[config.mk]
export PLATFORM = sky130hd
export DESIGN_NAME = framed_byte_ring_buffer_core
export DESIGN_NICKNAME = d
export VERILOG_FILES = /design/src/hw/rtl/fbr_pkg.sv /design/src/hw/rtl/fbr_ram.sv /design/src/hw/rtl/framed_byte_ring_buffer_core.sv
export VERILOG_INCLUDE_DIRS = /design/src /design/src/hw/rtl
export SDC_FILE = /design/constraint.sdc
export NUM_CORES = 2
export LEC_CHECK = 0
export CORE_MARGIN = 3
export CORE_UTILIZATION = 29
export CTS_BUF_LIST = sky130_fd_sc_hd__clkbuf_8
export CTS_CLUSTER_SIZE = 12
export DETAILED_ROUTE_END_ITERATION = 8
export DONT_BUFFER_PORTS = 1
export SETUP_SLACK_MARGIN = 0.3
export SYNTH_ARGS = -nofsm -noshare
export SYNTH_HDL_FRONTEND = slang
export SYNTH_SLANG_ARGS = --single-unit
[constraint.sdc]
create_clock -name clk_i -period 5.5 [get_ports clk_i]
set_input_delay 0.825 -clock clk_i [delete_from_list [all_inputs] [get_ports clk_i]]
set_output_delay 0.825 -clock clk_i [all_outputs]
set_load 0.005 [all_outputs]
[src/hw/rtl/framed_byte_ring_buffer_core_assert.svh]
// Assertion macros shared by the frame FIFO RTL.
`ifndef FRAMED_BYTE_RING_BUFFER_CORE_ASSERT_SVH
`define FRAMED_BYTE_RING_BUFFER_CORE_ASSERT_SVH

// The condition holds at every clock edge outside reset.
`define FBR_ASSERT_ALWAYS(lbl, cond, msg) \
  lbl: assert property (@(posedge clk_i) disable iff (!rst_ni) (cond)) else $error(msg);

// The consequent holds at every edge at which the antecedent holds.
`define FBR_ASSERT_IMPL(lbl, ante, cons, msg) \
  lbl: assert property (@(posedge clk_i) disable iff (!rst_ni) (ante) |-> (cons)) \
    else $error(msg);

`endif

[src/hw/rtl/fbr_pkg.sv]
// Shared types and codes of the frame FIFO.
package fbr_pkg;

  localparam int unsigned STATUS_W = 3;
  localparam int unsigned BYTE_W   = 8;
  localparam int unsigned FLEN_W   = 7;
  localparam int unsigned CAP_W    = 8;

  localparam logic MODE_WRITE = 1'b0;
  localparam logic MODE_READ  = 1'b1;

  localparam logic [STATUS_W-1:0] ST_OK         = 3'd0;
  localparam logic [STATUS_W-1:0] ST_EMPTY      = 3'd1;
  localparam logic [STATUS_W-1:0] ST_SMALL      = 3'd2;
  localparam logic [STATUS_W-1:0] ST_ZERO_LEN   = 3'd3;
  localparam logic [STATUS_W-1:0] ST_NO_SPACE   = 3'd4;
  localparam logic [STATUS_W-1:0] ST_QUEUE_FULL = 3'd5;

  typedef struct packed {
    logic [STATUS_W-1:0] status;
    logic [BYTE_W-1:0]   out_byte;
    logic [FLEN_W-1:0]   out_frame_len;
    logic                last;
  } result_t;

endpackage

[src/hw/rtl/fbr_ram.sv]
// Simple dual-port synchronous RAM with registered, enabled read data.
module fbr_ram #(
  parameter int unsigned DEPTH = 256,
  parameter int unsigned WIDTH = 8
) (
  input  logic                     clk_i,
  input  logic                     we_i,
  input  logic [$clog2(DEPTH)-1:0] waddr_i,
  input  logic [WIDTH-1:0]         wdata_i,
  input  logic                     re_i,
  input  logic [$clog2(DEPTH)-1:0] raddr_i,
  output logic [WIDTH-1:0]         rdata_o
);

  logic [WIDTH-1:0] mem_q [DEPTH];
  logic [WIDTH-1:0] rdata_q;

  always_ff @(posedge clk_i) begin
    if (we_i) begin
      mem_q[waddr_i] <= wdata_i;
    end
  end

  always_ff @(posedge clk_i) begin
    if (re_i) begin
      rdata_q <= mem_q[raddr_i];
    end
  end

  assign rdata_o = rdata_q;

endmodule

[src/hw/rtl/framed_byte_ring_buffer_core.sv]
// Frame FIFO: byte ring memory, frame length queue memory and their control.
// Write bytes are taken one per cycle unless the output stalls; a frame's status word is
// ready the cycle after its last byte. A read looks up the frame length in the length queue,
// then streams one byte per cycle from the byte ring unless the output stalls, holding the input
// stalled until the last byte is out. Empty errors come from the request, too-small from S_LEN.
// Reset clears all pointers and counts asynchronously; memory contents need no clearing pass.
`include "framed_byte_ring_buffer_core_assert.svh"

module framed_byte_ring_buffer_core
  import fbr_pkg::*;
#(
  parameter int unsigned BUF_SIZE      = 256,
  parameter int unsigned MAX_FRAMES    = 16,
  parameter int unsigned MAX_FRAME_LEN = 64
) (
  input  logic                clk_i,
  input  logic                rst_ni,
  input  logic                in_valid_i,
  output logic                in_stall_o,
  input  logic                mode_i,
  input  logic [BYTE_W-1:0]   data_byte_i,
  input  logic [FLEN_W-1:0]   frame_len_i,
  input  logic [CAP_W-1:0]    reader_capacity_i,
  output logic                out_valid_o,
  input  logic                out_stall_i,
  output logic [STATUS_W-1:0] status_o,
  output logic [BYTE_W-1:0]   out_byte_o,
  output logic [FLEN_W-1:0]   out_frame_len_o,
  output logic                last_o
);

  localparam int unsigned PW = $clog2(BUF_SIZE);
  localparam int unsigned BW = $clog2(BUF_SIZE + 1);
  localparam int unsigned QW = $clog2(MAX_FRAMES);
  localparam int unsigned FW = $clog2(MAX_FRAMES + 1);

  localparam logic [1:0] S_IDLE   = 2'd0;
  localparam logic [1:0] S_LEN    = 2'd1;
  localparam logic [1:0] S_STREAM = 2'd2;

  function automatic logic [PW-1:0] ptr_next(input logic [PW-1:0] p);
    return (p == PW'(BUF_SIZE - 1)) ? '0 : p + PW'(1);
  endfunction

  function automatic logic [QW-1:0] slot_next(input logic [QW-1:0] s);
    return (s == QW'(MAX_FRAMES - 1)) ? '0 : s + QW'(1);
  endfunction

  logic [1:0]          state_q, state_d;
  logic [PW-1:0]       wp_q, wp_d, rp_q, rp_d;
  logic [BW-1:0]       bytes_held_q, bytes_held_d;
  logic [QW-1:0]       head_q, head_d, tail_q, tail_d;
  logic [FW-1:0]       frames_held_q, frames_held_d;
  logic [FLEN_W-1:0]   bif_q, bif_d, cur_len_q, cur_len_d;
  logic                adm_q, adm_d;
  logic [STATUS_W-1:0] rej_q, rej_d;
  logic [CAP_W-1:0]    cap_q, cap_d;
  logic [FLEN_W-1:0]   rlen_q, rlen_d, issue_cnt_q, issue_cnt_d, deliver_cnt_q, deliver_cnt_d;
  logic                rd_pend_q, rd_pend_d;
  logic                out_valid_q, out_valid_d;
  result_t             out_q, out_d;
  logic                load_out;

  logic                out_free, in_acc, first, zero_len, no_space, q_full;
  logic                adm_now, frame_done, move, issue;
  logic [STATUS_W-1:0] rej_now;
  logic [FLEN_W-1:0]   len_now, bif_inc;
  logic [BW-1:0]       free_bytes;

  logic                bw_en, br_en, lw_en, lr_en;
  logic [BYTE_W-1:0]   br_data;
  logic [FLEN_W-1:0]   lw_data, lr_data;

  fbr_ram #(.DEPTH(BUF_SIZE), .WIDTH(BYTE_W)) u_byte_ram (
    .clk_i   (clk_i),
    .we_i    (bw_en),
    .waddr_i (wp_q),
    .wdata_i (data_byte_i),
    .re_i    (br_en),
    .raddr_i (rp_q),
    .rdata_o (br_data)
  );

  fbr_ram #(.DEPTH(MAX_FRAMES), .WIDTH(FLEN_W)) u_len_ram (
    .clk_i   (clk_i),
    .we_i    (lw_en),
    .waddr_i (tail_q),
    .wdata_i (lw_data),
    .re_i    (lr_en),
    .raddr_i (head_q),
    .rdata_o (lr_data)
  );

  assign out_free   = !out_valid_q || !out_stall_i;
  assign in_stall_o = (state_q != S_IDLE) || !out_free;
  assign in_acc     = in_valid_i && !in_stall_o;

  assign first      = (bif_q == '0);
  assign zero_len   = first && (frame_len_i == '0);
  assign free_bytes = BW'(BUF_SIZE) - bytes_held_q;
  assign no_space   = (frame_len_i > FLEN_W'(MAX_FRAME_LEN)) || (BW'(frame_len_i) > free_bytes);
  assign q_full     = (frames_held_q == FW'(MAX_FRAMES));
  assign adm_now    = first ? (!no_space && !q_full) : adm_q;
  assign rej_now    = first ? (no_space ? ST_NO_SPACE : ST_QUEUE_FULL) : rej_q;
  assign len_now    = first ? frame_len_i : cur_len_q;
  assign bif_inc    = bif_q + FLEN_W'(1);
  assign frame_done = (bif_inc >= len_now);
  assign lw_data    = len_now;

  assign move  = (state_q == S_STREAM) && rd_pend_q && out_free;
  assign issue = (state_q == S_STREAM) && (issue_cnt_q != '0) && (!rd_pend_q || move);

  always_comb begin
    state_d       = state_q;
    wp_d          = wp_q;
    rp_d          = rp_q;
    bytes_held_d  = bytes_held_q;
    head_d        = head_q;
    tail_d        = tail_q;
    frames_held_d = frames_held_q;
    bif_d         = bif_q;
    cur_len_d     = cur_len_q;
    adm_d         = adm_q;
    rej_d         = rej_q;
    cap_d         = cap_q;
    rlen_d        = rlen_q;
    issue_cnt_d   = issue_cnt_q;
    deliver_cnt_d = deliver_cnt_q;
    rd_pend_d     = rd_pend_q;
    out_d         = out_q;
    load_out      = 1'b0;
    bw_en         = 1'b0;
    br_en         = 1'b0;
    lw_en         = 1'b0;
    lr_en         = 1'b0;

    unique case (state_q)
      S_IDLE: begin
        if (in_acc) begin
          if (mode_i == MODE_WRITE) begin
            if (zero_len) begin
              load_out = 1'b1;
              out_d    = '{status: ST_ZERO_LEN, out_byte: '0, out_frame_len: '0, last: 1'b1};
            end else begin
              if (adm_now) begin
                bw_en = 1'b1;
                wp_d  = ptr_next(wp_q);
              end
              if (frame_done) begin
                bif_d    = '0;
                adm_d    = 1'b0;
                load_out = 1'b1;
                if (adm_now) begin
                  lw_en         = 1'b1;
                  tail_d        = slot_next(tail_q);
                  frames_held_d = frames_held_q + FW'(1);
                  bytes_held_d  = bytes_held_q + BW'(len_now);
                  out_d = '{status: ST_OK, out_byte: '0, out_frame_len: len_now, last: 1'b1};
                end else begin
                  out_d = '{status: rej_now, out_byte: '0, out_frame_len: '0, last: 1'b1};
                end
              end else begin
                bif_d     = bif_inc;
                adm_d     = adm_now;
                rej_d     = rej_now;
                cur_len_d = len_now;
              end
            end
          end else begin
            if (frames_held_q == '0) begin
              load_out = 1'b1;
              out_d    = '{status: ST_EMPTY, out_byte: '0, out_frame_len: '0, last: 1'b1};
            end else begin
              lr_en   = 1'b1;
              cap_d   = reader_capacity_i;
              state_d = S_LEN;
            end
          end
        end
      end
      S_LEN: begin
        if ({1'b0, lr_data} > cap_q) begin
          if (out_free) begin
            load_out = 1'b1;
            out_d    = '{status: ST_SMALL, out_byte: '0, out_frame_len: '0, last: 1'b1};
            state_d  = S_IDLE;
          end
        end else begin
          rlen_d        = lr_data;
          issue_cnt_d   = lr_data;
          deliver_cnt_d = lr_data;
          head_d        = slot_next(head_q);
          frames_held_d = frames_held_q - FW'(1);
          bytes_held_d  = bytes_held_q - BW'(lr_data);
          state_d       = S_STREAM;
        end
      end
      S_STREAM: begin
        if (move) begin
          load_out      = 1'b1;
          out_d         = '{status: ST_OK, out_byte: br_data, out_frame_len: rlen_q,
                            last: (deliver_cnt_q == FLEN_W'(1))};
          deliver_cnt_d = deliver_cnt_q - FLEN_W'(1);
          if (deliver_cnt_q == FLEN_W'(1)) begin
            state_d = S_IDLE;
          end
        end
        if (issue) begin
          br_en       = 1'b1;
          rp_d        = ptr_next(rp_q);
          issue_cnt_d = issue_cnt_q - FLEN_W'(1);
        end
        rd_pend_d = issue || (rd_pend_q && !move);
      end
      default: begin
        state_d = S_IDLE;
      end
    endcase
  end

  assign out_valid_d = load_out || (out_valid_q && out_stall_i);

  always_ff @(posedge clk_i or negedge rst_ni) begin
    if (!rst_ni) begin
      state_q       <= S_IDLE;
      wp_q          <= '0;
      rp_q          <= '0;
      bytes_held_q  <= '0;
      head_q        <= '0;
      tail_q        <= '0;
      frames_held_q <= '0;
      bif_q         <= '0;
      cur_len_q     <= '0;
      adm_q         <= 1'b0;
      rej_q         <= ST_OK;
      issue_cnt_q   <= '0;
      deliver_cnt_q <= '0;
      rd_pend_q     <= 1'b0;
      out_valid_q   <= 1'b0;
    end else begin
      state_q       <= state_d;
      wp_q          <= wp_d;
      rp_q          <= rp_d;
      bytes_held_q  <= bytes_held_d;
      head_q        <= head_d;
      tail_q        <= tail_d;
      frames_held_q <= frames_held_d;
      bif_q         <= bif_d;
      cur_len_q     <= cur_len_d;
      adm_q         <= adm_d;
      rej_q         <= rej_d;
      issue_cnt_q   <= issue_cnt_d;
      deliver_cnt_q <= deliver_cnt_d;
      rd_pend_q     <= rd_pend_d;
      out_valid_q   <= out_valid_d;
    end
  end

  always_ff @(posedge clk_i) begin
    cap_q  <= cap_d;
    rlen_q <= rlen_d;
    out_q  <= out_d;
  end

  assign out_valid_o     = out_valid_q;
  assign status_o        = out_q.status;
  assign out_byte_o      = out_q.out_byte;
  assign out_frame_len_o = out_q.out_frame_len;
  assign last_o          = out_q.last;

  `FBR_ASSERT_ALWAYS(a_frames_bound, frames_held_q <= FW'(MAX_FRAMES), "frame count overflow")
  `FBR_ASSERT_ALWAYS(a_bytes_bound, bytes_held_q <= BW'(BUF_SIZE), "byte count overflow")
  `FBR_ASSERT_IMPL(a_busy_stalls, state_q != S_IDLE, in_stall_o, "word taken while busy")
  `FBR_ASSERT_IMPL(a_frames_have_bytes, frames_held_q != '0, bytes_held_q != '0, "frames without bytes")
  `FBR_ASSERT_IMPL(a_pend_owned, state_q == S_STREAM && rd_pend_q, deliver_cnt_q != '0, "stray read data")

endmodule

==> metrics <==
VDD IR max=0.000333 V; WL/cell=26.8 um; # IOs=49; Die Y=564 um; r2r startpoint=bytes_held_q[1]$_DFFE_PN0P_; Startpoint Class=register; post-layout min period=4.98 ns; nets@finish=4986; CTS buffer count=361; Placed Area=0.0967 sq mm; Worst-Margin Slew=1.30 ns; share of layout cells above drive strength 1=25.9%; Mapped Nets=4572; RSZ-0062 raised after global routing=true; hold_sp=data_byte_i[6]; initial drt markers=5730; ys async rst share=3.24%; YS warnings=0; Max Fclk=0.201 GHz; CP endpoint kind=register; count of cell types in the netlist=85; largest family of logic cells by synthesized area=multiplexers; Worst-Skew Late Latency=1.02 ns; post-synthesis mux area share=15.0%; Max Cap Viol=0; largest net degree at the start of global routing=210; final setup fails=0; TNS Setup=0 ns; Syn-to-layout area delta=15.0%; register bit total from synthesis=2283; Clock Sinks=2283; synthesized area=0.0903 sq mm; GR Overflow Total=0; placed cells=8629; Crit path max-delay family=simple AND/OR/NAND/NOR gates; Slew HR=13.1%; DR pass1 iterations=5; simple-gate portion of the synthesized area=3.17%; FP Rows=204; post-route insts no fill=9299; Core ar.=0.309 sq mm; CP Cell Sequence=inv_1, ha_1, nor3b_1, nand2_1, xnor2_1, ha_1, nand3_1, nor3_1, a2111oi_2, o21a_4, o21ai_2, or4_2, buf_4, nor2_1; register area share after synthesis=75.5%; Final GP Congestion=0.866; Mapped Cells=4488; compound-cell area share of the yosys netlist=3.68%; CTS tree=built; worst-path maximum fanout=11; average size of a mapped cell=20.1 sq um; overall routing resource usage=15.3%; initial antenna violation count=9; dpl ws=0.466 ns; Clock Skew=0.107 ns; Post-Layout Inst Area=0.104 sq mm; Port Buf Inserts=0; hold crit path type=primary input to register; final hold violations=0; EDFF count, synth=2209; CP max-delay cell=or4_2; post-detail-place hpwl=144000 um; post-route ant nets=0; Critical Path Max Stage Delay=0.74 ns; Final period util=90.6%; Critical Path RT=6.06 ns; Crit path top cell by count=ha_1; Initial Util=29.2%; first-pass GRT wire length=355000 um; Crit Path Class=register to register; Primary FF master, synth=edfxtp_1; Post-Synth XOR/XNOR Area=0.310%; Via-to-Cell Ratio=5.10; vias in the first global route=47500; pwr dens=465 mW/mm^2; total number of vias=47500; DRC=0; status=complete, no violations; die area=0.318 sq mm; final wirelength=249000 um; P_leak=0.0332 uW; H-tree Lvls=5; Root Buffer=clkbuf_8; worst setup path start=bytes_held_q[1]$_DFFE_PN0P_; Max Slew Vio Count=0; Crit path buffers/inverters=2; Die X=564 um; Worst Slack Setup Final=0.516 ns; fill count=29100; Worst Path Arrival=5.55 ns; Post-Synth Adder-Cell Area=0.792%; Clock transition at path regs=0.06 ns; CTS max path bufs=4
-- timing repair --
action                     in CTS  in global routing
setup buffers                   0                  3
hold buffers                   25                  2
hold endpoints to repair      558                 15
setup endpoints to repair       0                263
gates resized for setup         0                 20
-- stage by stage --
step	power [uW]	hold WS (ns)	utilization (%)
2_1_floorplan	29800	0.425	-
3_3_place_gp	34700	0.438	31.2
3_5_place_dp	34800	0.457	31.2
4_1_cts	48500	0.000118	33.5
5_1_grt	50200	0.0254	33.6
6_report	48300	0.106	33.6
-- layer usage --
metal	up-vias	global-route usage, %	wire length [um]
met4	2	5.18	8090
met3	427	3.61	24300
met5	-	0	41
met2	2565	23.4	115000
met1	25100	21.4	102000
li1	19400	-	-
-- sequential cells by signal, indices dropped and copies added, names as in the netlist, 8 cells and up --
register and flops:
out_byte_o 8, u_byte_ram.mem_q 2048, bytes_held_q 9, wp_q 8
rp_q 8, u_byte_ram.rdata_o 8, cap_q 8, u_len_ram.mem_q 112
-- worst register-to-register path, cell delays in order, from the launching register on --
cell and delay (ns):
dfrtp_1 0.46, inv_1 0.10, ha_1 0.19, nor3b_1 0.45, nand2_1 0.13, xnor2_1 0.15
ha_1 0.31, nand3_1 0.15, nor3_1 0.09, a2111oi_2 0.55, o21a_4 0.25, o21ai_2 0.15
or4_2 0.74, buf_4 0.36, nor2_1 0.55
-- synth_stat cells, drive strengths merged, types with 4 or more instances --
cell type,number,area share (%)
o22ai,37,0.26
and3,26,0.18
nor3b,5,0.042
o21a,5,0.050
a22oi,73,0.61
or3,6,0.042
edfxtp,2209,73
a31oi,12,0.083
o221ai,19,0.18
a22o,29,0.28
nand4,7,0.048
xnor2,25,0.24
and4,4,0.039
dfrtp,74,2.1
ha,54,0.75
a21oi,85,0.48
or4,7,0.062
a2111oi,5,0.055
mux2i,154,1.7
a21o,7,0.066
inv,50,0.21
o211ai,6,0.065
nor2b,15,0.10
or2,5,0.035
nor2,337,1.4
nand2b,13,0.090
nor3,21,0.12
xor2,7,0.068
a221oi,36,0.35
nand4b,9,0.11
o21ai,94,0.53
and2,9,0.062
nand3,48,0.27
mux2,15,0.22
buf,127,0.83
nor4,4,0.028
mux4,523,13
nand2,108,0.45
clkbuf,131,0.55
a211oi,31,0.26
o31ai,11,0.097
-- power by group --
part	internal [uW]	leakage, uW	switching [uW]
Combinational	6050	0.00862	8260
Clock	6960	0.00385	6690
Sequential	19700	0.0208	606
Total	32700	0.0332	15600
-- final timing paths --
check,cells after the start,endpoint,slack (ns)
setup / recovery,14,u_byte_ram.mem_q[83][7]$_DFFE_PP_,0.52
hold / removal,0,u_byte_ram.mem_q[14][6]$_DFFE_PP_,0.11
setup reg to reg,14,u_byte_ram.mem_q[83][7]$_DFFE_PP_,0.52
hold reg to reg,2,rej_q[2]$_DFFE_PN0P_,0.47
max in group asynchronous,2,tail_q[2]$_DFFE_PN0P_,4.56
min in group asynchronous,2,rp_q[7]$_DFFE_PN0P_,0.52
-- layout make-up --
type | instances | area (sq um) | area share [%]
Antenna cell | 3 | 7.51 | 0.00723
Tap cell | 4120 | 5150 | 4.96
Inverter | 52 | 198 | 0.190
Sequential cell | 2283 | 68200 | 65.7
Clock buffer | 372 | 5120 | 4.93
Multi-Input combinational cell | 1895 | 20800 | 20.1
Clock inverter | 265 | 1540 | 1.48
Timing Repair Buffer | 309 | 2810 | 2.70
-- layout by cell type, fill, tap and decap left out, types with 21 or more instances in the layout --
master	count
edfxtp_1	2209
mux4_2	523
clkbuf_8	372
nor2_1	317
buf_4	263
inv_1	165
mux2i_1	154
nand2_1	108
o21ai_0	91
a21oi_1	84
clkinv_1	80
a22oi_1	73
dfrtp_1	67
ha_1	54
nand3_1	44
clkinv_2	39
o22ai_1	37
a221oi_1	36
a211oi_1	29
a22o_1	29
and3_1	26
xnor2_1	25
buf_12	23
nor3_1	21
-- kinds of logic (layout without fill, tap and decap cells) --
| family | Yosys count | in the layout |
|---|---|---|
| xor gates and xnor gates | 32 | 32 |
| AOI/OAI and AO/OA | 482 | 482 |
| and+or+nand+nor | 633 | 633 |
| buffers and inverters | 310 | 998 |
| DFF | 2283 | 2283 |
| other | 0 | 3 |
| adders and majority gates | 56 | 56 |
| muxes | 692 | 692 |
Power figures use the tool's default switching activity.
